## src/rtl/sgs_fifo.sv

```systemverilog
// small register fifo with first-word fall-through read
module sgs_fifo #(
  parameter int WIDTH = 8,
  parameter int DEPTH = 4
) (
  input  logic                         clk,
  input  logic                         rst,
  input  logic                         push,
  input  logic [WIDTH-1:0]             wdata,
  output logic                         full,
  input  logic                         pop,
  output logic [WIDTH-1:0]             rdata,
  output logic                         empty,
  output logic [$clog2(DEPTH+1)-1:0]   count
);

  localparam int PW = (DEPTH > 1) ? $clog2(DEPTH) : 1;
  localparam int CW = $clog2(DEPTH + 1);

  logic [WIDTH-1:0] mem [DEPTH];
  logic [PW-1:0]    wr_ptr;
  logic [PW-1:0]    rd_ptr;
  logic             do_push;
  logic             do_pop;

  assign full    = (count == CW'(DEPTH));
  assign empty   = (count == '0);
  assign do_push = push && !full;
  assign do_pop  = pop && !empty;
  assign rdata   = mem[rd_ptr];

  // storage
  always_ff @(posedge clk) begin
    if (do_push) begin
      mem[wr_ptr] <= wdata;
    end
  end

  // pointers and fill count
  always_ff @(posedge clk) begin
    if (rst) begin
      wr_ptr <= '0;
      rd_ptr <= '0;
      count  <= '0;
    end else begin
      if (do_push) begin
        wr_ptr <= (wr_ptr == PW'(DEPTH - 1)) ? '0 : wr_ptr + 1'b1;
      end
      if (do_pop) begin
        rd_ptr <= (rd_ptr == PW'(DEPTH - 1)) ? '0 : rd_ptr + 1'b1;
      end
      if (do_push && !do_pop) begin
        count <= count + 1'b1;
      end else if (!do_push && do_pop) begin
        count <= count - 1'b1;
      end
    end
  end

endmodule

```

## config.mk

```make
export PLATFORM = sky130hd
export DESIGN_NAME = sgs_fifo
export DESIGN_NICKNAME = d
export VERILOG_FILES = /design/src/rtl/sgs_fifo.sv
export SDC_FILE = /design/constraint.sdc
export NUM_CORES = 1
export LEC_CHECK = 0
export BUFFER_PORTS_ARGS = -buffer_cell sky130_fd_sc_hd__buf_2
export CAP_MARGIN = 15
export CELL_PAD_IN_SITES_DETAIL_PLACEMENT = 1
export CELL_PAD_IN_SITES_GLOBAL_PLACEMENT = 1
export CORE_ASPECT_RATIO = 0.6
export CORE_MARGIN = 2
export CORE_UTILIZATION = 50
export DETAILED_ROUTE_END_ITERATION = 16
export PLACE_DENSITY_LB_ADDON = 0.1
export SLEW_MARGIN = 25
export SYNTH_ARGS = -nofsm -noshare
export SYNTH_HDL_FRONTEND = slang
export SYNTH_SLANG_ARGS = --single-unit
```

## constraint.sdc

```tcl
create_clock -name clk -period 5.2 [get_ports clk]
set_input_delay 0.78 -clock clk [delete_from_list [all_inputs] [get_ports clk]]
set_output_delay 0.78 -clock clk [all_outputs]
set_load 0.02 [all_outputs]
```

# After elaboration in Yosys (flattened, before gate mapping)
# Memory sizes are Yosys's and may differ from the RTL's. A register that Yosys moved wholly into a read port is not among the register bits.
# Cells that the tools add are included.
[totals]
register_bits = 7
mem_bits_rw = 32
input_bits = 12
output_inout_bits = 13
elab_cells = 29
mem_count = 1
[memory_table]
columns = ["memory", "words", "word_bits", "read_ports", "rd_clocked_by_memory_dff", "write_ports", "line_no", "text"]
rows = [
  ["mem", 4, 8, 1, 1, 1, "20", "logic [WIDTH-1:0] mem [DEPTH];"],
]
[classes]
add_sub_neg = 4
n_eq_ne = 3
n_mux = 8
reduce_logical = 10
[op_table]
columns = ["op", "n"]
rows = [
  ["2-to-1 mux 2 bit", 4],
  ["2-to-1 mux 3 bit", 2],
  ["adder 2 x 1 -> 2 bit (second input constant)", 2],
  ["equality test 2 bit (second input constant)", 2],
  ["logical AND 1 bit", 4],
  ["zero test 1 bit", 4],
  ["adder 3 x 1 -> 3 bit (second input constant)", 1],
  ["equality test 3 bit (second input constant)", 1],
  ["zero test 3 bit", 1],
  ["subtractor 3 x 1 -> 3 bit (second input constant)", 1],
  ["2-to-1 mux 1 bit", 2],
  ["nonzero test 2 bit", 1],
]

# Depth between registers and ports, before layout
# Gate-level depths: netlist of run 1.
[depth]
ltp_word = 7
mapped_depth = 10
depth_no_buf = 9

# Worst setup path after synthesis of run 1
# OpenSTA, ideal clock, no wires.
[synth_timing]
path_type = "in2reg"
start = "input push"
end = "register count[2]"
setup_time_ps = 70
arrival_ps = 2195
t_required_ps = 5130
path_slack_ps = 2934
path_stages = 8
n_path_buf = 0
cell_sequence = "bufinv_8 > nor2_4 > ha_1 > inv_1 > fa_1 > xor2_1 > or3_1 > a21oi_1"
[synth_between]
elab_chain_cells = 4
elab_cells_between_ends = 6
cone_classes = "1 x mux; 5 x reduce/logical"
[synth_lines]
columns = ["item", "line_no", "text"]
rows = [
  ["start: declaration", "8", "input logic push,"],
  ["logical AND 1 bit *", "28", "assign do_push = push && !full;"],
  ["named net do_push", "23", "logic do_push;"],
  ["zero test 1 bit", "54", "end else if (!do_push && do_pop) begin"],
  ["logical AND 1 bit", "54", ""],
  ["nonzero test 2 bit (no source line)", "n/a", ""],
  ["end signal: assignment", "53", "count <= count + 1'b1;"],
  ["end signal: assignment", "55", "count <= count - 1'b1;"],
  ["end: declaration", "14", "output logic [$clog2(DEPTH+1)-1:0] count"],
]
# Mark *: on every way through the listed nets, which the timed path passes. The rest lies on a longest branch.
# A chain may end at the register's enable or synchronous reset.

==> results.json, run 1 <==
{
  "status": "finished clean",
  "min_period_over_period": 0.477,
  "worstSetupPathType": "reg -> out",
  "finalClockSkew_ns": 0.00593,
  "power_density_mw_per_mm2": 469,
  "die_x_um": 78.6,
  "ctsHoldBuffers": 0,
  "die_h_um": 48.8,
  "combPwrFrac": 0.291,
  "grt_pass1_wl_mm": 4.84,
  "vias": 877,
  "synth_area_per_cell_um2": 18.1,
  "antenna_found_initial": 0,
  "maxCapViolations": 0,
  "synth-seq-cells": 41,
  "required_ns": 4.42,
  "synth_ff_type": "edfxtp_1",
  "dp_hpwl_mm": 2.27,
  "core_mm2": 0.00322,
  "slew_headroom": 0.646,
  "wl_mm": 2.99,
  "gp_congestion": 0.804,
  "arrival_ns": 1.70,
  "overflow": 0,
  "syn_inst": 92,
  "layout_commonest_cell": "edfxtp_1",
  "clock_power_share": 0.213,
  "rsz0062_at_grt": "false",
  "drt.antenna.violating_nets": 0,
  "yosysUniqueCellTypes": 27,
  "synth-edff-count": 32,
  "synth_warnings": 0,
  "cts_setup_buffers": 0,
  "pwr-share-seq": 0.497,
  "syn2layout_area_growth_pct": 14.0,
  "p_switching_mw": 0.289,
  "cts_resized": 0,
  "crit_fanout": 8,
  "swShare": 0.324,
  "max_slew.worst_pin.slew_ns": 0.530,
  "io_pins": 25,
  "antenna_cells": 0,
  "hold_violations": 0,
  "synth_nets": 111,
  "layout.cells.most_common_list": "edfxtp_1, buf_2, dfxtp_1",
  "async_flop_share": 0,
  "intPower_mw": 0.603,
  "avgViaCountPerCell": 5.32,
  "initial_core_util": 0.518,
  "slew_viol_final": 0,
  "final.min_clock_period_ns": 2.48,
  "hp-class": "reg -> reg",
  "place_inst": 157,
  "setup_viol": 0,
  "final_util": 0.590,
  "clk_latency_ns": 0.29,
  "max_freq_mhz": 403,
  "root_buffer": "clkbuf_8",
  "cts_max_level": 2,
  "ys_seq_area_frac": 0.684,
  "drive_gt1_frac": 0.367,
  "finalPower_mw": 0.892,
  "drt_iter0_drc": 32,
  "setup_tns_ns": 0,
  "cts_max_path_buffers": 2,
  "clkTransAtPathRegs_ns": 0.07,
  "leakage_nw": 0.717,
  "cts_sinks": 41,
  "peakVddDrop_mv": 0.193,
  "synth_area_mm2": 0.00167,
  "grt_pass1_vias": 975,
  "grt_use_total": 0.179,
  "portBuffers": 24,
  "rows": 16,
  "nets": 138,
  "numCtsBuffers": 5,
  "fin_cells": 165,
  "wire_per_inst_um": 18.1,
  "rrSetupSlack_ns": 2.79,
  "drt_first_pass_iters": 4,
  "grt_max_degree": 13,
  "drcViolationCount": 0,
  "timing.hold.ws_ns": 0.531,
  "dieArea_mm2": 0.00383,
  "cp-start-kind": "flop",
  "end_kind": "output port",
  "cts_tree": "done"
}
==> power groups by stage <==
stage,Clock (mW),Combinational [mW],Sequential [mW]
final,0.190,0.259,0.443
after global routing,0.211,0.281,0.454
after CTS,0.198,0.264,0.446
after detailed placement,0,0.263,0.453
after global placement,0,0.248,0.449
after floorplan,0,0.196,0.436
==> worst max-delay path, cell delays in order (launching register included) <==
cell	delay [ns]
dfxtp_1	0.66
mux4_2	0.58
buf_2	0.17
==> sequential cells by signal, indices dropped and copies added (netlist names), named ones only <==
name,cells
wr_ptr,2
rd_ptr,2
mem,32
count,3
==> metrics by stage <==
| stage | area [um2] | worst slack (ns) |
|---|---|---|
| 2_1_floorplan | 1670 | 2.93 |
| 3_3_place_gp | 1820 | 2.76 |
| 3_5_place_dp | 1820 | 2.64 |
| 4_1_cts | 1900 | 2.65 |
| 5_1_grt | 1900 | 2.58 |
| 6_report | 1900 | 2.72 |
==> path summary, 6_finish.rpt <==
path / to / startpoint / cells past startpoint
max reg2reg: count[2] / count[0] / 9
min: flop / rd_ptr[0] / 2
max: rdata[0] / flop / 2
min reg2reg: flop / rd_ptr[0] / 2
==> cell usage after synthesis, types with 2 or more instances <==
master | number | share of area
nor2_1 | 3 | 0.0067
edfxtp_1 | 32 | 0.58
nor3_1 | 2 | 0.0060
inv_1 | 3 | 0.0067
ha_1 | 6 | 0.045
or3_1 | 2 | 0.0075
o31ai_2 | 2 | 0.015
dfxtp_1 | 9 | 0.11
xor2_1 | 2 | 0.010
nand3_1 | 2 | 0.0060
a21oi_1 | 2 | 0.0060
and3_1 | 4 | 0.015
mux4_2 | 8 | 0.11
mux2i_1 | 2 | 0.012
==> cell families after synthesis <==
family,synth area share
AND/OR/NAND/NOR,0.0555
adder cells (fa/ha/maj),0.0570
XOR/XNOR,0.0105
flip-flops,0.684
buffers and inverters,0.0412
multiplexers,0.120
AO/OA/AOI/OAI,0.0322
==> cell type report <==
cell class | count | area (um2)
repair buffers | 24 | 120
multi-input cells | 42 | 459
inverters | 5 | 45.0
well taps | 45 | 56.3
clock buffers | 5 | 68.8
flip-flops and latches | 41 | 1140
clock inverters | 3 | 12.5
fillers | 312 | 1320
==> metal layers <==
layer / GRT usage / vias up / wire (um)
li1: - / 406 / -
met1: 0.234 / 444 / 1300
met2: 0.275 / 18 / 1490
met3: 0.0578 / 9 / 108
met4: 0.0877 / 0 / 80
met5: 0 / - / 0
Note: power is estimated with default switching activity, not from simulation.
==> inputs of run 2 (changes only) <==
--- a/config.mk
+++ b/config.mk
@@ -11,7 +11,7 @@
 export CELL_PAD_IN_SITES_GLOBAL_PLACEMENT = 1
 export CORE_ASPECT_RATIO = 0.6
 export CORE_MARGIN = 2
-export CORE_UTILIZATION = 50
+export CORE_UTILIZATION = 42
 export DETAILED_ROUTE_END_ITERATION = 16
 export PLACE_DENSITY_LB_ADDON = 0.1
 export SLEW_MARGIN = 25
==> constraint.sdc (replaced) <==
create_clock -name clk -period 2.25 [get_ports clk]
set_input_delay 0.3375 -clock clk [delete_from_list [all_inputs] [get_ports clk]]
set_output_delay 0.3375 -clock clk [all_outputs]
set_load 0.02 [all_outputs]
==> run 2 against run 1 <==
Net effect:
- cell area is 6.4% higher
- global-route usage shrank 1.2 points
- die area rose by 18%
- critical path depth up 6
- worst hold slack got worse by 0.28 ns
- sequential power grew 120%
- non-clock buffer count up 7
- flip-flop and latch count unchanged
- setup slack worse by 2.5 ns
- wire length rose by 8.3%
- via count grew 2.6%
- register-to-register slack lost 2.6 ns
- largest cell class unchanged
- largest power group unchanged
==> results.json, run 2 (same netlist as run 1, synthesis figures left out) <==
{
  "leakage_nw": 0.779,
  "nets": 145,
  "io_pins": 25,
  "rsz0062_at_grt": "false",
  "fin_ws_ns": 0.174,
  "initial_core_util": 0.446,
  "wl_mm": 3.24,
  "layout_commonest_cell": "edfxtp_1",
  "cts_tree": "done",
  "wire_per_inst_um": 18.6,
  "cp-start-kind": "flop",
  "overflow": 0,
  "dieArea_mm2": 0.00451,
  "ctsHoldBuffers": 0,
  "drt_iter0_drc": 23,
  "worstPathCellList": "buf_4 -> o31ai_4 -> ha_2 -> inv_1 -> fa_1 -> xor2_1 -> or3_1 -> a21oi_1",
  "dp_hpwl_mm": 2.27,
  "setup_tns_ns": 0,
  "status": "finished clean",
  "largest_reg_flops": 32,
  "pre_cts_ws_ns": 0.106,
  "arrival_ns": 2.31,
  "avgViaCountPerCell": 5.17,
  "cts_sinks": 41,
  "cp_slowest_cell": "fa_1",
  "rows": 17,
  "core_mm2": 0.00374,
  "fin_cells": 174,
  "grt_pass1_vias": 937,
  "die_x_um": 85.4,
  "grt_max_degree": 14,
  "die_h_um": 52.8,
  "antenna_found_initial": 0,
  "setup_viol": 0,
  "timing.hold.ws_ns": 0.254,
  "grt_use_total": 0.167,
  "portBuffers": 24,
  "drt.antenna.violating_nets": 0,
  "crit_fanout": 5,
  "largest_register": "mem",
  "antenna_cells": 0,
  "place_inst": 165,
  "regArea_mm2": 0.00114,
  "finalPower_mw": 2.40,
  "hp-class": "in -> reg",
  "power_density_mw_per_mm2": 1180,
  "max_stage_delay_ns": 0.37,
  "finalClockSkew_ns": 0.00670,
  "max_slew.worst_pin.slew_ns": 0.476,
  "numCtsBuffers": 5,
  "min_period_over_period": 0.922,
  "cts_max_level": 2,
  "clk_latency_ns": 0.29,
  "gp_congestion": 0.809,
  "path_delay_family": "adder cells",
  "max_freq_mhz": 482,
  "nFillCells": 364,
  "drcViolationCount": 0,
  "hold_violations": 0,
  "root_buffer": "clkbuf_8",
  "fin_area_mm2": 0.00202,
  "multi_input_area_um2": 473,
  "required_ns": 2.48,
  "drt_first_pass_iters": 3,
  "syn2layout_area_growth_pct": 21.3,
  "end_kind": "flop",
  "grt_pass1_wl_mm": 5.11,
  "slew_viol_final": 0,
  "drive_gt1_frac": 0.433,
  "slew_headroom": 0.682,
  "peakVddDrop_mv": 0.443,
  "layout.cells.most_common_list": "edfxtp_1, buf_2, dfxtp_1",
  "clkTransAtPathRegs_ns": 0.08,
  "cts_max_path_buffers": 2,
  "maxCapViolations": 0,
  "worstSetupPathType": "reg -> reg",
  "worst-path-buf-inv": 2,
  "vias": 900,
  "placed_cell_area_mm2": 0.00187,
  "reg_top3": "mem (32), count (3)",
  "final.min_clock_period_ns": 2.08,
  "final_util": 0.541
}
-- run 2: cell count changes in the layout (fill, tap and decap cells not counted), sizes merged --
cell	change
buf	+7
bufinv	+2
clkinv	-2
-- run 2: final cells by class --
cell class | instances | area share
Inverter | 5 | 0.0222
Multi-Input combinational cell | 42 | 0.234
Clock inverter | 3 | 0.0321
Timing Repair Buffer | 31 | 0.0853
Sequential cell | 41 | 0.564
Tap cell | 47 | 0.0290
Clock buffer | 5 | 0.0340
-- run 2: final timing paths --
kind	start	end	slack, ns	cells after the start
max	count[2]	count[2]	0.17	8
min reg2reg	rd_ptr[0]	flop	0.50	2
max reg2reg	count[2]	count[2]	0.17	8
min	wdata[1]	mem[0][1]	0.25	1
-- run 2: where the power goes --
part / switching [mW] / leakage [nW] / internal (mW)
Combinational: 0.409 / 0.343 / 0.319
Sequential: 0.0496 / 0.367 / 0.924
Clock: 0.255 / 0.0681 / 0.441
-- run 2: worst reg2reg max path, stage by stage, from the launching register on --
cell,delay (ns)
dfxtp_1,0.31
buf_4,0.15
o31ai_4,0.28
ha_2,0.22
inv_1,0.05
fa_1,0.37
xor2_1,0.16
or3_1,0.32
a21oi_1,0.14
-- run 2: repair_timing --
action / 4_1_cts / 5_1_grt
gates resized for setup: 0 / 3
setup endpoints to repair: 0 / 1
buffers inserted: 0 / 1
-- run 2: layer usage --
layer	vias up	global-route usage	share of wire
met4	0	0.0873	0.013
met2	16	0.266	0.48
met1	461	0.207	0.47
li1	418	-	-
met3	5	0.0551	0.042
met5	-	0	0
