<file path="config.mk">
export PLATFORM = sky130hd
export DESIGN_NAME = sgs_front
export DESIGN_NICKNAME = d
export VERILOG_FILES = /design/src/rtl/sgs_pkg.sv /design/src/rtl/sgs_front.sv
export SDC_FILE = /design/constraint.sdc
export NUM_CORES = 1
export LEC_CHECK = 0
export BUFFER_PORTS_ARGS = -buffer_cell sky130_fd_sc_hd__buf_2
export CORE_MARGIN = 3
export CORE_UTILIZATION = 31
export DETAILED_ROUTE_END_ITERATION = 10
export PLACE_DENSITY = 0.95
export SLEW_MARGIN = 30
export SYNTH_ARGS = -nofsm -noshare
export SYNTH_HDL_FRONTEND = slang
export SYNTH_SLANG_ARGS = --single-unit
</file>
<file path="constraint.sdc">
create_clock -name clk -period 1.95 [get_ports clk]
set_input_delay 0.195 -clock clk [delete_from_list [all_inputs] [get_ports clk]]
set_output_delay 0.195 -clock clk [all_outputs]
set_load 0.005 [all_outputs]
</file>
<file path="src/rtl/sgs_pkg.sv">
// shared types and constants of the savitzky-golay point smoother
package sgs_pkg;

  // defaults of the top-level parameters
  localparam int MAX_HALF_WINDOW_DEF = 3;
  localparam int SAMPLE_BITS_DEF     = 16;
  localparam int COEF_BITS_DEF       = 16;

  // kernel shape: seven taps, minus3 .. plus3, center at index 3
  localparam int NUM_TAPS   = 7;
  localparam int TAP_CENTER = 3;
  localparam int HALF_BITS  = 2;

  // configuration register indexes
  localparam int CFG_ADDR_BITS = 3;
  localparam logic [CFG_ADDR_BITS-1:0] CFG_HALF_WINDOW = 3'd0;
  localparam logic [CFG_ADDR_BITS-1:0] CFG_COEF_BASE   = 3'd1;

  // reset values of the configuration registers
  localparam logic [HALF_BITS-1:0] RESET_HALF_WINDOW = 2'd3;
  localparam int RESET_COEF [NUM_TAPS] = '{-1560, 2341, 4681, 5461, 4681, 2341, -1560};

  // depth of the queues between the parts
  localparam int CMD_DEPTH = 4;
  localparam int OUT_DEPTH = 8;

  // control part of one command from the front to the back
  typedef struct packed {
    logic                 first;  // opens a sequence, fill the window
    logic                 eos;    // closes a sequence, flush the tail
    logic [HALF_BITS-1:0] skip;   // leading steps that give no result
  } cmd_ctl_t;

  localparam int CMD_CTL_BITS = $bits(cmd_ctl_t);

  // one filter evaluation handed to the fir pipeline
  typedef struct packed {
    logic valid;
    logic last;
  } emit_t;

endpackage

</file>
<file path="src/rtl/sgs_front.sv">
// front part: accepts points, tracks the open sequence and builds commands
module sgs_front #(
  parameter int MAX_HALF_WINDOW = sgs_pkg::MAX_HALF_WINDOW_DEF,
  parameter int SAMPLE_BITS     = sgs_pkg::SAMPLE_BITS_DEF
) (
  input  logic                                            clk,
  input  logic                                            rst,
  input  logic                                            push,
  input  logic signed [SAMPLE_BITS-1:0]                   sample_x,
  input  logic signed [SAMPLE_BITS-1:0]                   sample_y,
  input  logic                                            end_of_sequence,
  input  logic [sgs_pkg::HALF_BITS-1:0]                   half,
  input  logic                                            cmd_full,
  output logic                                            cmd_push,
  output logic [sgs_pkg::CMD_CTL_BITS+2*SAMPLE_BITS-1:0]  cmd_word
);

  import sgs_pkg::*;

  localparam int CAP   = MAX_HALF_WINDOW + 1;
  localparam int CNT_W = $clog2(MAX_HALF_WINDOW + 2);

  logic [CNT_W-1:0] seen_count;
  logic [CNT_W-1:0] seen_count_next;
  logic [CNT_W-1:0] half_ext;
  cmd_ctl_t         ctl;

  assign cmd_push = push && !cmd_full;
  assign half_ext = CNT_W'(half);

  // classify the word: window fill, flush, and how many steps stay silent
  always_comb begin
    ctl.first = (seen_count == '0);
    ctl.eos   = end_of_sequence;
    if (seen_count >= half_ext) begin
      ctl.skip = '0;
    end else begin
      ctl.skip = HALF_BITS'(half_ext - seen_count);
    end
    if (end_of_sequence) begin
      seen_count_next = '0;
    end else if (seen_count < CNT_W'(CAP)) begin
      seen_count_next = seen_count + 1'b1;
    end else begin
      seen_count_next = seen_count;
    end
  end

  assign cmd_word = {ctl, sample_x, sample_y};

  // samples seen in the open sequence, capped at MAX_HALF_WINDOW + 1, zero when none is open
  always_ff @(posedge clk) begin
    if (rst) begin
      seen_count <= '0;
    end else if (cmd_push) begin
      seen_count <= seen_count_next;
    end
  end

endmodule

</file>
# Word level (Yosys, flattened, before mapping)
# Index checks and enable logic that the tools add are counted.
# word_totals
out_inout_bits,37
elab_cells,13
ramBits,0
ff_bits,3
n_memories,0
inputBits,39
mem_bits_ro,0
latchBits,0
# op_classes
magnitude_cmp,2
add_sub_neg,2
muxes,3
n_reduce_logical,5
n_bitwise,0
n_shift,0
eq_ne,0
multipliers,0
div_mod_pow,0
# ops
operator,count
two-way mux 3 bit,2
"adder 3 x 1 -> 3 bit, second input constant",1
>= comparator 3 x 2 -> 1 bit,1
logical NOT 3 bit,1
"< comparator 3 bit, second input constant",1
two-way mux 2 bit,1
AND reduction 2 bit,1
nonzero test 2 bit,1
subtractor 2 bit,1
logical AND 1 bit,1
logical NOT 1 bit,1

# Logic depth before layout (Yosys ltp)
# Gate-level depths: netlist of the first run.
# logic_depth
depth_word,3
mapped_depth,5
depth_no_buf,5

# Worst setup path after synthesis of the first run
# No wires, ideal clock.
# synth_timing
path_kind,register -> output
start,register seen_count[0]
end,output cmd_word[32] in the netlist's numbering
path_stages_with_launch,5
required_time_ps,1755
arrival_ps,1016
n_path_buf,0
setup_slack_ps,739
cell_sequence,dfxtp_1 > inv_1 > ha_1 > inv_1 > a2111oi_1
# synth_between
elab_chain_len,2
word_cells_on_any_way,3
cone_classes,add/sub (1); order compare (1); mux (1)
# synth_lines
element,line_no,text
start: declaration,sgs_front.sv:23,logic [CNT_W-1:0] seen_count;
start signal: assignment,sgs_front.sv:56,seen_count <= seen_count_next;
>= comparator 3 x 2 -> 1 bit or subtractor 2 bit (tied branches),"sgs_front.sv:35, sgs_front.sv:38",
two-way mux 2 bit *,sgs_front.sv:35,if (seen_count >= half_ext) begin
end: declaration,sgs_front.sv:15,output logic [sgs_pkg::CMD_CTL_BITS+2*SAMPLE_BITS-1:0] cmd_word
# Every way passes the cells marked *; elsewhere a longest branch is shown, timed or not.

# Worst setup path after layout of the first run
# Same ends and word-level chain as after synthesis.

==> metrics.txt, run 1 <==
outcome=finished, final reports clean; Area growth, synth to finish=-29.28%; Most used DFF post-synth=dfxtp_1; multi-input logic area=172.7 µm²; Die Width=46.33 µm; die footprint=2146 µm²; multiplexer share of the synthesized area=0; Adder-Cell Fraction of Synth Area=0.1241; H-Tree Depth=1; Fin Clk Skew=0.002125 ns; setup bufs post-CTS=0; initial antenna violation count=0; final hold violations=0; final period utilization=0.8500; mapped cell area=504.2 µm²; Post-synth EDFFs=0; routed wire length=748 µm; Placeable Area=1415 µm²; CP Data Required Time=1.75 ns; maximum vdd drop=0.2981 mV; post-synth top area share=0.4913; Peak Freq=0.6033 GHz; diode count=0; GRT overflow=0; critical path cell sequence=inv_1, ha_1, inv_1, a2111oi_1, buf_2; post-layout min period=1.657 ns; crit start category=register; GPL Wtd Cong=0.7299; RSZ-0062 raised after global routing=no; Synth area leaders=buf_4, ha_1, dfxtp_1; Worst-Margin Slew=0.3143 ns; placed cells=56; num rows=13; dpl hpwl=615.5 µm; dpl cell area=330.3 µm²; post_cts resized=0; Compound-Gate Fraction of Synth Area=0.1092; flip-flop and latch count after synthesis=3; main combinational cell family by area after synthesis=buffers and inverters; Synth cell types=17; Net Count, Synth=107; Clock Latency Late Sink=0.23 ns; die height=46.33 µm; Synth Area in XOR/XNOR=0; Filler Cell Count=158; Pwr Total=0.2116 mW; layout cells sized above 1=0.3778; crit path kind=register to primary output; FF/Latch Area=60.06 µm²; Avg Cell Area, Syn=8.004 µm²; largest net degree at the start of global routing=7; biggest regs=seen_count x3; Worst-path clk slew=0.04 ns; Longest Clk Path Bufs=2; Arr. time, crit path=1.46 ns; post-route insts no fill=60; slowest stage delay, CP=0.37 ns; Leak=0.1788 nW; worst-case headroom to the max-slew limit=0.7899; initial core utilization=0.3563; Hold-fix buffers, CTS=0; setup violators final=0; most frequent cell after synthesis=buf_4; CTS tree=yes; 1st-iter DRT viols=3; YS warnings=0; hold crit path type=input pin to register; crit path max fanout=4; CP endpoint kind=primary output; # DRC=0; Crit-path slowest cell=a2111oi_1; most numerous cell on the critical path=inv_1; CTS Sinks=3; number of buffers created by CTS=3; io pins=76; CTS root buf=clkbuf_4; total track usage=0.08754; via count=287; Pre-Repair DR Iteration Count=2; vias in the first global route=288; max-cap violations=0; routed len/inst=12.47 µm; max reg flops=3; sequential area share after synthesis=0.1191; asr flop ratio synth=0; final core utilization=0.2520; post-synthesis simple-gate area fraction=0.1092; setup_tns=0 ns; first-pass GRT wire length=1.207 mm; Slew Limit Fails=0; IO buf count=11; DR vias/cell=4.783; Nets=90; Post-DRT Antenna Nets=0; Post-Synthesis Cells=63; top post-synthesis cells by count=buf_4, ha_1, inv_1, a21oi_1, dfxtp_1; pwr/cell area=593.4 nW/µm²; Biggest register=seen_count; Synth area leader=buf_4; Finished Cell Area=356.6 µm²
where the power goes:
group / leakage (nW) / switching (mW) / internal (mW)
Combinational: 0.140 / 0.0182 / 0.0193
Sequential: 0.0243 / 0.00139 / 0.0629
Clock: 0.0150 / 0.0331 / 0.0768
stage by stage:
stage | hold WS, ns | worst slack [ns]
after global placement | 0.3900 | 0.5193
after global routing | 0.1423 | 0.1895
final | 0.1560 | 0.2925
after detailed placement | 0.3900 | 0.5254
after CTS | 0.1461 | 0.2642
after floorplan | 0.2596 | 0.7392
cells by family (layout without fill, tap and decap cells):
group           after synthesis  after routing
compound gates                8              8
fa+ha+maj                     5              5
buf+inv                      39             21
flops                         3              3
simple gates                  8              8
worst max-delay path, delay by kind of cell (launching register included):
kind	cells	cell delay, ns
AOI/OAI and AO/OA	1	0.37
adders and majority gates	1	0.18
DFF	1	0.34
buffers and inverters	3	0.34
layout make-up:
type,count,area share
Sequential cell,3,0.1684
Inverter,6,0.06667
Clock buffer,4,0.07368
Multi-Input combinational cell,21,0.4842
Timing Repair Buffer,11,0.1544
Tap cell,15,0.05263
metal layers:
metal,vias to the layer above,part of all wire,track usage
li1,135,-,-
met1,115,0.38,0.08009
met2,23,0.36,0.08516
met3,14,0.15,0.05078
met4,0,0.10,0.1818
met5,-,0,0
worst paths after layout:
kind / slack, ns / to / from / cells after the start
hold reg to reg: 0.52 / seen_count[1] / seen_count[1] / 2
setup reg to reg: 0.92 / seen_count[1] / seen_count[0] / 4
setup / recovery: 0.29 / cmd_word[32] / seen_count[0] / 5
hold / removal: 0.16 / seen_count[2] / rst / 2
cells in the final DEF (no fill, tap or decap), types with 2 or more instances in the layout:
| master | n |
|---|---|
| a21oi_1 | 3 |
| buf_2 | 11 |
| clkbuf_4 | 3 |
| dfxtp_1 | 3 |
| ha_1 | 5 |
| inv_1 | 5 |
| nand3_1 | 2 |
| o21ai_1 | 2 |
No activity file was read; power rests on OpenSTA's default activity.
==> run 2: changes to the inputs <==
- ABC_AREA: default -> 1
- CORE_UTILIZATION: 31 -> 27
- PLACE_DENSITY: 0.95 -> 0.86
- clock period: 1.95 -> 1.4 ns (I/O delays scaled with it)
==> metrics.txt, run 2 <==
outcome=finished, final reports clean (unchanged); Compound-Gate Fraction of Synth Area=0.02810 (was 0.1092); top post-synthesis cells by count=buf_4, inv_1, nand2_1, nor2_1, ha_1 (was buf_4, ha_1, inv_1, a21oi_1, dfxtp_1); worst-case headroom to the max-slew limit=0.8962 (was 0.7899); initial antenna violation count=0 (unchanged); Pre-Repair DR Iteration Count=2 (unchanged); CP Data Required Time=1.26 ns (was 1.75 ns); CTS tree=yes (unchanged); pwr/cell area=784.9 nW/µm² (was 593.4 nW/µm²); Adder-Cell Fraction of Synth Area=0.1171 (was 0.1241); most frequent cells in the layout=buf_2, inv_1, nor2_1, nand2_1, clkbuf_4 (was buf_2, inv_1, ha_1); first-pass GRT wire length=1.166 mm (was 1.207 mm); biggest regs=seen_count x3 (unchanged); CP endpoint kind=primary output (unchanged); hold_ws=0.1486 ns (was 0.1560 ns); commonest non-fill, non-tap cell in the layout=buf_2 (unchanged); flip-flop and latch count after synthesis=3 (unchanged); largest net degree at the start of global routing=7 (unchanged); Synth Area in XOR/XNOR=0.01639 (was 0); maximum vdd drop=0.3597 mV (was 0.2981 mV); routed len/inst=8.928 µm (was 12.47 µm); YS warnings=0 (unchanged); routed wl met3=129 µm (was 115 µm); Area growth, synth to finish=-18.27% (was -29.28%); DR vias/cell=3.867 (was 4.783); Clock Latency Late Sink=0.23 ns (about the same); Slew Limit Fails=0 (unchanged); post-synth top area share=0.4637 (was 0.4913); Highest Signal Layer=met4 (unchanged); Peak Freq=0.7418 GHz; RSZ-0062 raised after global routing=yes (was no); GRT overflow=0 (unchanged); critical path cell sequence=ha_4, o21ai_2, nand2_1, nor2_1, buf_2 (was inv_1, ha_1, inv_1, a2111oi_1, buf_2); dpl cell area=372.9 µm² (was 330.3 µm²); via count=321 (was 287); Post-DRT Antenna Nets=0 (unchanged); initial core utilization=0.2965 (was 0.3563); io pins=76 (unchanged); post-layout min period=1.348 ns; Net Count, Synth=119 (was 107); Worst-Margin Slew=0.1554 ns (was 0.3143 ns); mapped cell area=534.3 µm² (was 504.2 µm²); 1st-iter DRT viols=1 (was 3); asr flop ratio synth=0 (unchanged); final hold violations=0 (unchanged); GPL Wtd Cong=0.6791 (was 0.7299); multiplexer share of the synthesized area=0 (unchanged); sequential area share after synthesis=0.1124 (was 0.1191); CTS Sinks=3 (unchanged); Biggest register=seen_count (unchanged); Synth area leaders=buf_4, ha_1, dfxtp_1 (unchanged); Nets=103 (was 90); Fin Clk Skew=0.0001095 ns (was 0.002125 ns); Most used DFF post-synth=dfxtp_1 (unchanged); Placeable Area=1802 µm² (was 1415 µm²); dpl hpwl=580.2 µm (was 615.5 µm); Post-Synthesis Cells=75 (was 63); num rows=15 (was 13); met2 WL post-DR=328 µm (was 267 µm); max reg flops=3 (unchanged); IO buf count=11 (unchanged); Finished Cell Area=436.7 µm² (was 356.6 µm²); die footprint=2549 µm² (was 2146 µm²); main combinational cell family by area after synthesis=buffers and inverters (unchanged); Synth cell types=14 (was 17); max-cap violations=0 (unchanged); final period utilization=0.9630; Leak=0.2275 nW (was 0.1788 nW); number of buffers created by CTS=3 (unchanged); met1 WL=241 µm (was 285 µm); H-Tree Depth=1 (unchanged); post-synthesis simple-gate area fraction=0.1663 (was 0.1092); total track usage=0.06408 (was 0.08754); layout cells sized above 1=0.4483 (was 0.3778); Worst-path clk slew=0.03 ns (was 0.04 ns); most frequent cell after synthesis=buf_4 (unchanged); setup violators final=0 (unchanged); routed wire length=741 µm (was 748 µm); diode count=0 (unchanged); Hold-fix buffers, CTS=0 (unchanged); Longest Clk Path Bufs=2 (unchanged); crit start category=register (unchanged); final core utilization=0.2424 (was 0.2520); post-route insts no fill=83 (was 60); slowest stage delay, CP=0.38 ns (was 0.37 ns); Pwr Total=0.3427 mW (was 0.2116 mW); Post-synth EDFFs=0 (unchanged); crit path max fanout=3 (was 4); Synth area leader=buf_4 (unchanged); placed cells=78 (was 56); Arr. time, crit path=1.21 ns (was 1.46 ns); Die Width=50.49 µm (was 46.33 µm); crit path kind=register to primary output (unchanged); Crit-path slowest cell=dfxtp_4 (was a2111oi_1); CTS root buf=clkbuf_4 (unchanged); die height=50.49 µm (was 46.33 µm); hold crit path type=input pin to register (unchanged); Avg Cell Area, Syn=7.123 µm² (was 8.004 µm²); vias in the first global route=309 (was 288); # DRC=0 (unchanged)
[run 2: power by group]
group,internal [mW],switching (mW),total [mW]
Combinational,0.0479,0.0462,0.0941
Sequential,0.0902,0.00760,0.0978
Clock,0.107,0.0440,0.151
Total,0.245,0.0979,0.343
[run 2: repair_timing]
action,CTS,global route
setup buffers,1,0
cloned,0,0
resized for setup,6,2
setup endpoints to repair,2,2
pin swaps,3,3
[run 2: cell families (layout without fill, tap and decap cells)]
kind of cell	after synthesis	in the layout
compound gates	3	3
fa+ha+maj	5	5
xor+xnor	1	1
buf+inv	43	26
simple gates	20	20
flops	3	3
[run 2: path summary, 6_finish.rpt]
| path | startpoint | to | slack, ns | cells after the start |
|---|---|---|---|---|
| hold / removal | rst | seen_count[0] | 0.15 | 4 |
| hold reg to reg | seen_count[2] | seen_count[2] | 0.49 | 2 |
| setup reg to reg | seen_count[0] | seen_count[1] | 0.35 | 6 |
| setup / recovery | seen_count[0] | cmd_word[33] | 0.05 | 5 |
[run 2: layer usage]
metal,track usage,vias to the layer above
li1,-,156
met1,0.04991,138
met2,0.08913,15
met3,0.05341,12
met4,0.07623,0
met5,0,-
[run 2: per-stage QoR]
step           setup TNS (ns)  setup slack [ns]
2_1_floorplan               0            0.2701
3_3_place_gp                0            0.2395
3_5_place_dp                0            0.1989
4_1_cts                     0           0.01239
5_1_grt               -0.1116          -0.05709
6_report                    0           0.05186
[run 2: worst max-delay path, delay by kind of cell (launching register included)]
family	cells	cell delay, ns
DFF	1	0.38
and+or+nand+nor	2	0.15
buffers and inverters	1	0.11
adders and majority gates	1	0.21
AOI/OAI and AO/OA	1	0.12
[run 2: layout make-up]
type,count,area (µm²)
Timing Repair Buffer,12,62.56
Multi-Input combinational cell,29,206.4
Sequential cell,3,65.06
Clock buffer,4,26.28
Inverter,10,45.04
Tap cell,25,31.28
Fill cell,221,1365
