<file path="config.mk">
export PLATFORM = sky130hd
export DESIGN_NAME = sgs_back
export DESIGN_NICKNAME = d
export VERILOG_FILES = /design/src/rtl/sgs_pkg.sv /design/src/rtl/sgs_back.sv
export SDC_FILE = /design/constraint.sdc
export NUM_CORES = 1
export LEC_CHECK = 0
export BUFFER_PORTS_ARGS = -buffer_cell sky130_fd_sc_hd__buf_2
export CORE_UTILIZATION = 45
export DETAILED_ROUTE_END_ITERATION = 8
export GPL_TIMING_DRIVEN = 0
export PLACE_DENSITY_LB_ADDON = 0.2
export SYNTH_ARGS = -nofsm -noshare
export SYNTH_HDL_FRONTEND = slang
export SYNTH_SLANG_ARGS = --single-unit
export TNS_END_PERCENT = 100
</file>
<file path="constraint.sdc">
create_clock -name clk -period 11.1 [get_ports clk]
set_input_delay 2.22 -clock clk [delete_from_list [all_inputs] [get_ports clk]]
set_output_delay 2.22 -clock clk [all_outputs]
set_load 0.05 [all_outputs]
</file>
<file path="src/rtl/sgs_pkg.sv">
// shared types and constants of the savitzky-golay point smoother
package sgs_pkg;

  // defaults of the top-level parameters
  localparam int MAX_HALF_WINDOW_DEF = 3;
  localparam int SAMPLE_BITS_DEF     = 16;
  localparam int COEF_BITS_DEF       = 16;

  // kernel shape: seven taps, minus3 .. plus3, center at index 3
  localparam int NUM_TAPS   = 7;
  localparam int TAP_CENTER = 3;
  localparam int HALF_BITS  = 2;

  // configuration register indexes
  localparam int CFG_ADDR_BITS = 3;
  localparam logic [CFG_ADDR_BITS-1:0] CFG_HALF_WINDOW = 3'd0;
  localparam logic [CFG_ADDR_BITS-1:0] CFG_COEF_BASE   = 3'd1;

  // reset values of the configuration registers
  localparam logic [HALF_BITS-1:0] RESET_HALF_WINDOW = 2'd3;
  localparam int RESET_COEF [NUM_TAPS] = '{-1560, 2341, 4681, 5461, 4681, 2341, -1560};

  // depth of the queues between the parts
  localparam int CMD_DEPTH = 4;
  localparam int OUT_DEPTH = 8;

  // control part of one command from the front to the back
  typedef struct packed {
    logic                 first;  // opens a sequence, fill the window
    logic                 eos;    // closes a sequence, flush the tail
    logic [HALF_BITS-1:0] skip;   // leading steps that give no result
  } cmd_ctl_t;

  localparam int CMD_CTL_BITS = $bits(cmd_ctl_t);

  // one filter evaluation handed to the fir pipeline
  typedef struct packed {
    logic valid;
    logic last;
  } emit_t;

endpackage

</file>
<file path="src/rtl/sgs_back.sv">
// back part: steps through commands, keeps the sample window, issues filter runs
module sgs_back #(
  parameter int SAMPLE_BITS     = sgs_pkg::SAMPLE_BITS_DEF,
  parameter int KEEP            = 7
) (
  input  logic                                clk,
  input  logic                                rst,
  input  logic                                cmd_valid,
  input  sgs_pkg::cmd_ctl_t                   cmd_ctl,
  input  logic signed [SAMPLE_BITS-1:0]       cmd_x,
  input  logic signed [SAMPLE_BITS-1:0]       cmd_y,
  input  logic [sgs_pkg::HALF_BITS-1:0]       half,
  input  logic                                room,
  output logic                                cmd_pop,
  output logic                                issue,
  output logic signed [SAMPLE_BITS-1:0]       win_x [KEEP],
  output logic signed [SAMPLE_BITS-1:0]       win_y [KEEP],
  output sgs_pkg::emit_t                      emit
);

  import sgs_pkg::*;

  logic [HALF_BITS-1:0] step;
  logic                 act;
  logic                 done;
  logic                 fill;
  emit_t                emit_next;

  // one step per cycle while a command waits and the output side has room
  always_comb begin
    act             = cmd_valid && room;
    fill            = cmd_ctl.first && (step == '0);
    done            = !cmd_ctl.eos || (step == half);
    emit_next.valid = act && (step >= cmd_ctl.skip);
    emit_next.last  = cmd_ctl.eos && (step == half);
  end

  assign cmd_pop = act && done;
  assign issue   = emit_next.valid;

  // flush step counter
  always_ff @(posedge clk) begin
    if (rst) begin
      step <= '0;
      emit <= '0;
    end else begin
      emit <= emit_next;
      if (act) begin
        step <= done ? '0 : step + 1'b1;
      end
    end
  end

  // sample window, newest at the top index
  always_ff @(posedge clk) begin
    if (act) begin
      for (int i = 0; i < KEEP - 1; i++) begin
        if (fill) begin
          win_x[i] <= cmd_x;
          win_y[i] <= cmd_y;
        end else begin
          win_x[i] <= win_x[i+1];
          win_y[i] <= win_y[i+1];
        end
      end
      win_x[KEEP-1] <= cmd_x;
      win_y[KEEP-1] <= cmd_y;
    end
  end

endmodule

</file>
# Word level (Yosys, flattened, before mapping)
# Cells that the tools add are included.
word_totals:
  elab_cells: 41
  ramBits: 0
  output_inout_bits: 228
  rom_bits: 0
  regBits: 228
  in_bits: 42
  mem_count: 0
  latchBits: 0
classes:
  addsub: 1
  bitwise_logic: 0
  n_mux: 13
  div_mod_pow: 0
  n_mul: 0
  n_reduce_logical: 8
  n_shift: 0
  magnitude_cmp: 1
  n_eq_ne: 1
ops:
  columns: ["op", "n"]
  rows:
  - ["2-to-1 mux 16 bit", 12]
  - ["logical AND 1 bit", 5]
  - ["adder 2 x 1 -> 2 bit (second input constant)", 1]
  - ["equality test 2 bit", 1]
  - [">= comparator 2 bit", 1]
  - ["zero test 2 bit", 1]
  - ["2-to-1 mux 2 bit", 1]
  - ["zero test 1 bit", 1]
  - ["logical OR 1 bit", 1]

# Depth between registers and ports, before layout
# Gate-level depths: netlist of the first run.
depth:
  depth_word: 3
  depth_mapped: 6
  ltp_nobuf: 5

# Worst setup path before layout of the first run
# OpenSTA, ideal clock, no wires.
synth_path:
  path_type: "input to register"
  from: "input port cmd_valid"
  to: "register win_x[0] in the netlist's numbering (enable)"
  arrival_ns: 6.662
  n_path_buf: 0
  stages: 2
  path_slack_ns: 3.860
  t_required_ns: 10.522
  setup_ns: 0.578
  path_cell_list: "nand2_2 -> inv_1"
synth_via:
  elab_chain_len: 1
synth_lines:
  columns: ["element", "line", "rtl"]
  rows:
  - ["start, declared", "sgs_back.sv:8", "input logic cmd_valid,"]
  - ["logical AND 1 bit", "sgs_back.sv:31", "act = cmd_valid && room;"]
  - ["via act", "sgs_back.sv:24", "logic act;"]
  - ["end signal, assigned by index", "sgs_back.sv:59", "win_x[i] <= cmd_x;"]
  - ["end signal, assigned by index", "sgs_back.sv:62", "win_x[i] <= win_x[i+1];"]
  - ["end signal, assigned by index", "sgs_back.sv:66", "win_x[KEEP-1] <= cmd_x;"]
  - ["end, declared", "sgs_back.sv:16", "output logic signed [SAMPLE_BITS-1:0] win_x [KEEP],"]
# The timed path passes the listed nets, and every way through them passes these cells.
# A chain may end at the register's enable or synchronous reset.

# Worst setup path after layout of the first run
layout_path:
  from: "input port cmd_ctl[0] in the netlist's numbering"
  to: "output port issue"
layout_via:
  elab_chain_len: 2
layout_lines:
  columns: ["element", "line", "rtl"]
  rows:
  - ["start, declared", "sgs_back.sv:9", "input sgs_pkg::cmd_ctl_t cmd_ctl,"]
  - [">= comparator 2 bit", "sgs_back.sv:34", "emit_next.valid = act && (step >= cmd_ctl.skip);"]
  - ["logical AND 1 bit", "sgs_back.sv:34", null]
  - ["end, declared", "sgs_back.sv:15", "output logic issue,"]
# Every way passes these cells.

==> results of run 1 <==
-- Yosys cell counts, drive strengths merged --
cell type and number:
nor3b 1, nand2 4, and3 32, or3 1
clkbuf 4, edfxtp 224, dfxtp 4, xnor2 2
o32ai 2, a21o 192, ha 3, or4b 1
and2 1, nor2 1, nand2b 1, inv 4
buf 55, nor3 1, a21oi 2
-- through the flow --
step / hold slack [ns] / utilization, % / power, W / cells
detailed placement: 0.526 / 54.8 / 0.00141 / 1070
global placement: 0.523 / 54.6 / 0.00140 / 1069
floorplan: 0.507 / - / 0.00132 / 535
global route: 0.544 / 58.5 / 0.00219 / 1112
finish: 0.538 / 58.5 / 0.00212 / 1113
CTS: 0.539 / 58.5 / 0.00214 / 1112
-- per-layer routing --
metal	global-route usage, %	vias to the layer above
met5	0	-
met4	5.21	0
met3	5.56	22
met2	34.6	213
met1	24.5	2796
li1	-	2637
-- cells by family after synthesis --
| group | Yosys count |
|---|---|
| compound gates | 196 |
| xor+xnor | 2 |
| fa+ha+maj | 3 |
| buf+inv | 63 |
| flops | 228 |
| simple gates | 43 |
-- worst register-to-register path, delay by kind of cell, from the launching register on --
kind	cells	cell delay, ns
compound gates	1	0.16
fa+ha+maj	1	0.31
buf+inv	3	0.50
flops	1	0.38
simple gates	1	0.22
-- worst max path at each step --
| stage | from | to | slack, ns | cells after the start |
|---|---|---|---|---|
| 6_report | cmd_ctl[0] | issue | 5.69 | 6 |
| 5_1_grt | cmd_ctl[0] | issue | 5.60 | 6 |
| 4_1_cts | cmd_ctl[0] | issue | 5.68 | 6 |
| 3_3_place_gp | cmd_valid | win_x[80]$_DFFE_PP_ | 2.29 | 3 |
| 2_1_floorplan | cmd_valid | win_x[0]$_DFFE_PP_ | 3.86 | 2 |
| 3_5_place_dp | cmd_ctl[0] | issue | 5.68 | 6 |
-- where the power goes --
group	switching [W]	leakage, nW	internal (W)
registers	0.0000221	2.15	0.00101
clock network	0.000312	0.349	0.000420
logic	0.000255	3.07	0.0000953
total	0.000589	5.57	0.00153
-- sequential cells by signal, summed over array words and instances (netlist names) --
signal / count
emit: 2
step: 2
win_x: 112
win_y: 112
-- layout make-up --
| class | count | share of cell area, % |
|---|---|---|
| Tap cell | 265 | 2.89 |
| Multi-Input combinational cell | 244 | 15.6 |
| Timing Repair Buffer | 270 | 12.0 |
| Buffer | 59 | 3.66 |
| Clock inverter | 11 | 0.743 |
| Sequential cell | 228 | 59.4 |
| Antenna cell | 1 | 0.0218 |
| Inverter | 4 | 0.197 |
| Clock buffer | 31 | 5.47 |
==> metrics.yaml, run 1 <==
status: "finished clean"
grt_pass1_wl_mm: 31.2
synth_compound_area_share_pct: 16.3
rows: 51
io_pins: 270
place_ws_ns: 5.68
synth.area.mux_share_pct: 0
hold-path-endpoint: "win_y[41]$_DFFE_PP_"
cts.sinks: 228
vias_per_cell: 5.09
clock_skew_ns: 0.00990
syn_to_final_growth_pct: 26.9
timing.final.crit_share_pct: 48.7
synth-warning-count: 0
cts_resized: 0
drt_iter0_drc: 280
post-cts-setup-buffer-count: 0
powerDensity_nw_per_um2: 185
synthDominantCellAreaShare_pct: 74.5
drc: 0
clock_latency_ns: 0.51
worstSetupPathType: "input pin to output pin"
final_area_um2: 11500
hold_start: "win_y[25]$_DFFE_PP_"
grt_max_degree: 119
met3_length_mm: 1.81
cts_tree: "done"
clock_path_buffers: 3
grt_use_total_pct: 20.0
cts_max_level: 1
drtPass1Iterations: 4
r2r_end: "win_x[40]$_DFFE_PP_"
clock.fmax_ghz: 0.185
synth_area_um2: 9030
cpLargestDelayFamily: "buffers and inverters"
synth-seq-cells: 228
crit_path_top_delay_cell: "ha_1"
final_hold_viol_count: 0
max-slew-margin-rel_pct: 49.0
final.setup.worst_slack_ns: 5.69
routedWlPerCell_um: 18.8
crit_chain: "buf_2 > ha_1 > nand2b_1 > a21oi_1 > nor2_1 > buf_2"
r2r_start: "step[0]$_SDFFE_PP0P_"
holdBufCountCts: 0
max_cap_viol_count: 0
synth_top_family_by_area: "compound AO/OA/AOI/OAI gates"
place_congestion: 0.762
multi_input_comb_area_um2: 1790
nFillCells: 1614
synth_area_per_cell_um2: 16.9
placed_area_um2: 10700
root_buffer: "clkbuf_16"
grt_pass1_vias: 5717
postRouteAntennaNets: 0
cp_max_fo: 2
r2r_cells: 6
layout-drive-gt1-share_pct: 42.5
power_leakage_nw: 5.57
cpMostUsedCell: "buf_2"
synth_xor_area_share_pct: 0.194
die-area_um2: 20600
hp-class: "register to register"
critPathCaptureType: "output pin"
die_y_um: 144
core_um2: 19600
nNetsFinal: 876
wl_mm: 20.9
rsz0062_at_grt: "false"
wl_met1_mm: 8.38
seqCellArea_um2: 6810
min_period_ns: 5.41
seq_area_frac_synth_pct: 75.4
finalMaxSlewViolations: 0
crit_required_ns: 8.88
initial_utilization_pct: 46.1
port_buffers: 269
fp.dieW_um: 144
yosys.area.top_type: "edfxtp_1"
setup_viol: 0
synth_area_leaders: "edfxtp_1 75%, a21o_1 16%, buf_6 2.5%"
synth_cell_type_count: 22
arrival_ns: 3.19
slowest_delay_ns: 0.27
synth_simple_gate_area_share_pct: 2.91
hold_depth: 1
r2r_setup_slack_ns: 9.29
tightest_slew_ns: 0.765
final_common_cell: "buf_2"
crit_buf_inv: 2
grt_antenna_before_repair: 1
final_cell_mix: "304 x buf_2, 224 x edfxtp_1, 192 x a21o_1"
setup_tns_ns: 0
synth_nets: 580
top_layer: "met4"
dr_wl_met2_mm: 10.3
irDropWorstVdd_mv: 0.125
dp_hpwl_mm: 14.3
gr-total-overflow: 0
synthCells: 535
start_kind: "input pin"
synth_fa_ha_area_share_pct: 0.416
cts_buffers: 24
path_clk_slew_ns: 0.06
vias: 5668
No activity file was read; power rests on OpenSTA's default activity.
==> run 2: changes to the inputs <==
==> constraint.sdc (replaced) <==
create_clock -name clk -period 4.3 [get_ports clk]
set_input_delay 0.86 -clock clk [delete_from_list [all_inputs] [get_ports clk]]
set_output_delay 0.86 -clock clk [all_outputs]
set_load 0.05 [all_outputs]
==> metrics.yaml, run 2 (synthesis results as in run 1) <==
worstSetupPathType: "register to output pin"
syn_to_final_growth_pct: 27.7
irDropWorstVdd_mv: 0.297
grt_antenna_before_repair: 0
drt_iter0_drc: 241
grtUsageMet2_pct: 35.2
final_common_cell: "buf_2"
power_leakage_nw: 5.59
postRouteAntennaNets: 0
post-cts-setup-buffer-count: 0
crit_path_top_delay_cell: "dfxtp_1"
use_met3_pct: 5.13
rows: 51
cts_max_level: 1
clock_latency_ns: 0.50
tightest_slew_ns: 0.598
path_clk_slew_ns: 0.06
wl_mm: 21.0
fin_hold_ws_ns: 0.538
max-slew-margin-rel_pct: 60.1
arrival_ns: 1.86
clock_skew_ns: 0.00527
power_frac_seq_pct: 49.0
final_hold_viol_count: 0
max_cap_viol_count: 0
die_y_um: 144
cts.sinks: 228
cts_buffers: 24
p_int_w: 0.00393
final_area_um2: 11500
grt-busiest-layer: "met2"
finalMaxSlewViolations: 0
grt_pass1_vias: 5708
top_regs: "win_x (112), win_y (112)"
clock.fmax_ghz: 0.367
critPathCaptureType: "output pin"
drc: 0
crit_required_ns: 3.44
hp-class: "register to register"
gr-total-overflow: 0
port_buffers: 269
place_congestion: 0.806
powerDensity_nw_per_um2: 472
met1_usage_pct: 24.9
holdBufCountCts: 0
min_period_ns: 2.72
drtPass1Iterations: 4
initial_utilization_pct: 46.1
cts_tree: "done"
setup_viol: 0
crit_chain: "inv_1 > ha_1 > nand2b_1 > a21oi_1 > nor2_1 > buf_2"
layout-drive-gt1-share_pct: 42.6
vias_per_cell: 5.12
swShare_pct: 27.9
io_pins: 270
status: "finished clean"
clkPwrFrac_pct: 34.2
die-area_um2: 20600
timing.final.crit_share_pct: 63.3
routedWlPerCell_um: 18.8
grt_max_degree: 46
dp_hpwl_mm: 14.6
final_cell_mix: "304 x buf_2, 224 x edfxtp_1, 192 x a21o_1"
cts_resized: 0
total_power_w: 0.00544
root_buffer: "clkbuf_16"
grt_use_total_pct: 20.1
fin_util_pct: 58.8
setup_tns_ns: 0
placed_area_um2: 10800
grt_pass1_wl_mm: 31.5
nNetsFinal: 880
rsz0062_at_grt: "false"
vias: 5725
cp_max_fo: 3
core_um2: 19600
slowest_delay_ns: 0.37
p_sw_w: 0.00152
start_kind: "register"
clock_path_buffers: 3
fp.dieW_um: 144
comb_power_share_pct: 16.8
==> run 2: per-stage QoR <==
step / worst slack [ns] / std cells
5_1_grt: 1.51 / 1117
4_1_cts: 1.54 / 1117
3_5_place_dp: 1.59 / 1074
3_3_place_gp: -1.76 / 1069
2_1_floorplan: -0.403 / 535
6_report: 1.58 / 1118
==> run 2: area by class of cell <==
cell class	count	area, µm²
Fill cell	1602	8060
Clock buffer	33	656
Tap cell	265	332
Clock inverter	10	46.3
Inverter	4	18.8
Antenna cell	1	2.50
Timing Repair Buffer	274	1450
Buffer	59	419
Multi-Input combinational cell	244	1800
Sequential cell	228	6810
==> run 2: final timing paths <==
check | from | endpoint | slack (ns) | cells after the start
worst max-delay path | step[0]$_SDFFE_PP0P_ | issue | 1.58 | 6
worst max register to register | step[0]$_SDFFE_PP0P_ | win_x[110]$_DFFE_PP_ | 2.48 | 6
worst min-delay path | win_x[89]$_DFFE_PP_ | win_x[105]$_DFFE_PP_ | 0.54 | 1
worst min register to register | win_x[89]$_DFFE_PP_ | win_x[105]$_DFFE_PP_ | 0.54 | 1
==> run 2: worst max-delay path, delay by kind of cell (launching register included) <==
kind	cells	cell delay, ns
compound gates	1	0.20
flops	1	0.37
fa+ha+maj	1	0.27
buf+inv	2	0.31
simple gates	2	0.20
==> run 2: power by group through the flow <==
stage | Sequential [W] | Clock [W] | Combinational, W
after global routing | 0.00268 | 0.00199 | 0.000966
after CTS | 0.00267 | 0.00190 | 0.000924
final | 0.00267 | 0.00186 | 0.000912
after global placement | 0.00272 | 0 | 0.000894
after floorplan | 0.00313 | 0 | 0.000274
after detailed placement | 0.00271 | 0 | 0.000922
==> run 2: routing by layer <==
| layer | wire length [µm] | part of all wire (%) | vias to the layer above |
|---|---|---|---|
| li1 | - | - | 2652 |
| met1 | 8560 | 41 | 2850 |
| met2 | 10600 | 50 | 195 |
| met3 | 1610 | 7.7 | 28 |
| met4 | 301 | 1.4 | 0 |
| met5 | 0 | 0 | - |
==> run 3: changes to the inputs <==
==> constraint.sdc (replaced) <==
create_clock -name clk -period 2.25 [get_ports clk]
set_input_delay 0.45 -clock clk [delete_from_list [all_inputs] [get_ports clk]]
set_output_delay 0.45 -clock clk [all_outputs]
set_load 0.05 [all_outputs]
==> metrics.yaml, run 3 (synthesis results as in run 1) <==
grt_antenna_before_repair: 0
top_regs: "win_x (112), win_y (112)"
dp_hpwl_mm: 14.6
syn_to_final_growth_pct: 27.8
cts_buffers: 24
hold_start: "cmd_y[4]"
hold-path-endpoint: "win_y[4]$_DFFE_PP_"
tightest_slew_ns: 0.598
drc: 0
r2r_setup_slack_ns: 0.45
place_ws_ns: 0.122
r2r_end: "win_x[100]$_DFFE_PP_"
powerDensity_nw_per_um2: 902
arrival_ns: 1.73
timing.final.crit_share_pct: 96.9
drt_iter0_drc: 232
grt_max_degree: 46
rows: 51
r2r_start: "step[1]$_SDFFE_PP0P_"
final_area_um2: 11500
placed_area_um2: 10800
port_buffers: 269
io_pins: 270
min_period_ns: 2.18
layout-drive-gt1-share_pct: 42.8
initial_utilization_pct: 46.1
power_leakage_nw: 5.59
status: "finished clean"
cts_tree: "done"
max_cap_viol_count: 0
worstSetupPathType: "register to output pin"
wl_mm: 21.0
cp_max_fo: 3
clock_skew_ns: 0.00620
vias_per_cell: 5.11
post-cts-setup-buffer-count: 0
final_cell_mix: "303 x buf_2, 224 x edfxtp_1, 192 x a21o_1"
cts_max_level: 1
fin_cells: 1118
start_kind: "register"
clock_path_buffers: 3
die_y_um: 144
hp-class: "input pin to register"
irDropWorstVdd_mv: 0.571
hold_depth: 1
cts.sinks: 228
fp.dieW_um: 144
drtPass1Iterations: 4
nFillCells: 1604
routedWlPerCell_um: 18.8
grt_pass1_wl_mm: 31.5
core_um2: 19600
die-area_um2: 20600
seqCellArea_um2: 6810
final_common_cell: "buf_2"
place_congestion: 0.806
clock.fmax_ghz: 0.458
final.setup.worst_slack_ns: 0.0689
placedCellCount: 1074
critPathCaptureType: "output pin"
postRouteAntennaNets: 0
max-slew-margin-rel_pct: 60.0
vias: 5714
crit_required_ns: 1.80
nNetsFinal: 880
grt_use_total_pct: 20.1
multi_input_comb_area_um2: 1800
clock_latency_ns: 0.50
rsz0062_at_grt: "false"
final_hold_viol_count: 0
path_clk_slew_ns: 0.06
r2r_cells: 6
grt_pass1_vias: 5708
root_buffer: "clkbuf_16"
setup_viol: 0
gr-total-overflow: 0
finalMaxSlewViolations: 0
run 3: changes by cell type in the layout (fill, tap and decap cells not counted):
| cell | before | now |
|---|---|---|
| dfxtp_2 | 0 | 1 |
| buf_6 | 20 | 21 |
| a21oi_2 | 0 | 1 |
| dfxtp_1 | 4 | 3 |
| buf_2 | 304 | 303 |
| a21oi_1 | 2 | 1 |
run 3: worst max-delay path, cell delays in order, from the launching register on:
cell and delay [ns]:
dfxtp_2 0.35, inv_1 0.08, ha_1 0.27, nand2b_1 0.16, a21oi_2 0.15, nor2_1 0.07, buf_6 0.15
run 3: metal layers:
metal  share of wire [%]  GRT usage, %  vias up  routed length [µm]
met5                   0             0        -                   0
met4                 1.4          4.87        0                 301
met3                 7.7          5.13       28                1620
met2                  50          35.2      195               10600
met1                  41          24.9     2841                8560
li1                    -             -     2650                   -
run 3: per-stage QoR:
stage               utilization [%]  hold WS, ns  setup TNS, ns  total power [W]
floorplan                         -        0.504        -454.88          0.00650
global placement               54.7        0.521        -764.10          0.00692
detailed placement             55.2        0.526              0          0.00695
CTS                            58.9        0.106              0           0.0105
global route                   58.9        0.112              0           0.0108
finish                         58.9        0.128              0           0.0104
run 3: area by class of cell:
cell class	count	share of cell area, %
diodes	1	0.0217
plain buffers	59	3.63
clock buffers	33	5.68
clock inverters	10	0.401
inverters	4	0.163
multi-input cells	244	15.6
flip-flops and latches	228	59.0
well taps	265	2.87
repair buffers	274	12.6
run 3: worst max-delay path by stage:
stage	end	depth (start not counted)	startpoint	slack, ns
floorplan	step[0]$_SDFFE_PP0P_	3	cmd_valid	-2.04
global placement	win_y[76]$_DFFE_PP_	3	cmd_valid	-3.40
detailed placement	win_y[7]$_DFFE_PP_	5	cmd_valid	0.12
CTS	issue	6	step[0]$_SDFFE_PP0P_	0.005
global route	issue	6	step[0]$_SDFFE_PP0P_	0.01
finish	issue	6	step[0]$_SDFFE_PP0P_	0.07
run 3: report_power, final:
group / total (W) / internal [W] / leakage, nW / switching, W
logic: 0.00175 / 0.000485 / 3.10 / 0.00126
registers: 0.00510 / 0.00499 / 2.15 / 0.000111
clock network: 0.00356 / 0.00203 / 0.343 / 0.00154
total: 0.0104 / 0.00750 / 5.59 / 0.00291
run 3: repair_timing:
action | CTS | global route
endpoints found under the setup margin | 1 | 1
pin swaps | 0 | 1
hold buffers | 0 | 0
resized for setup | 3 | 1
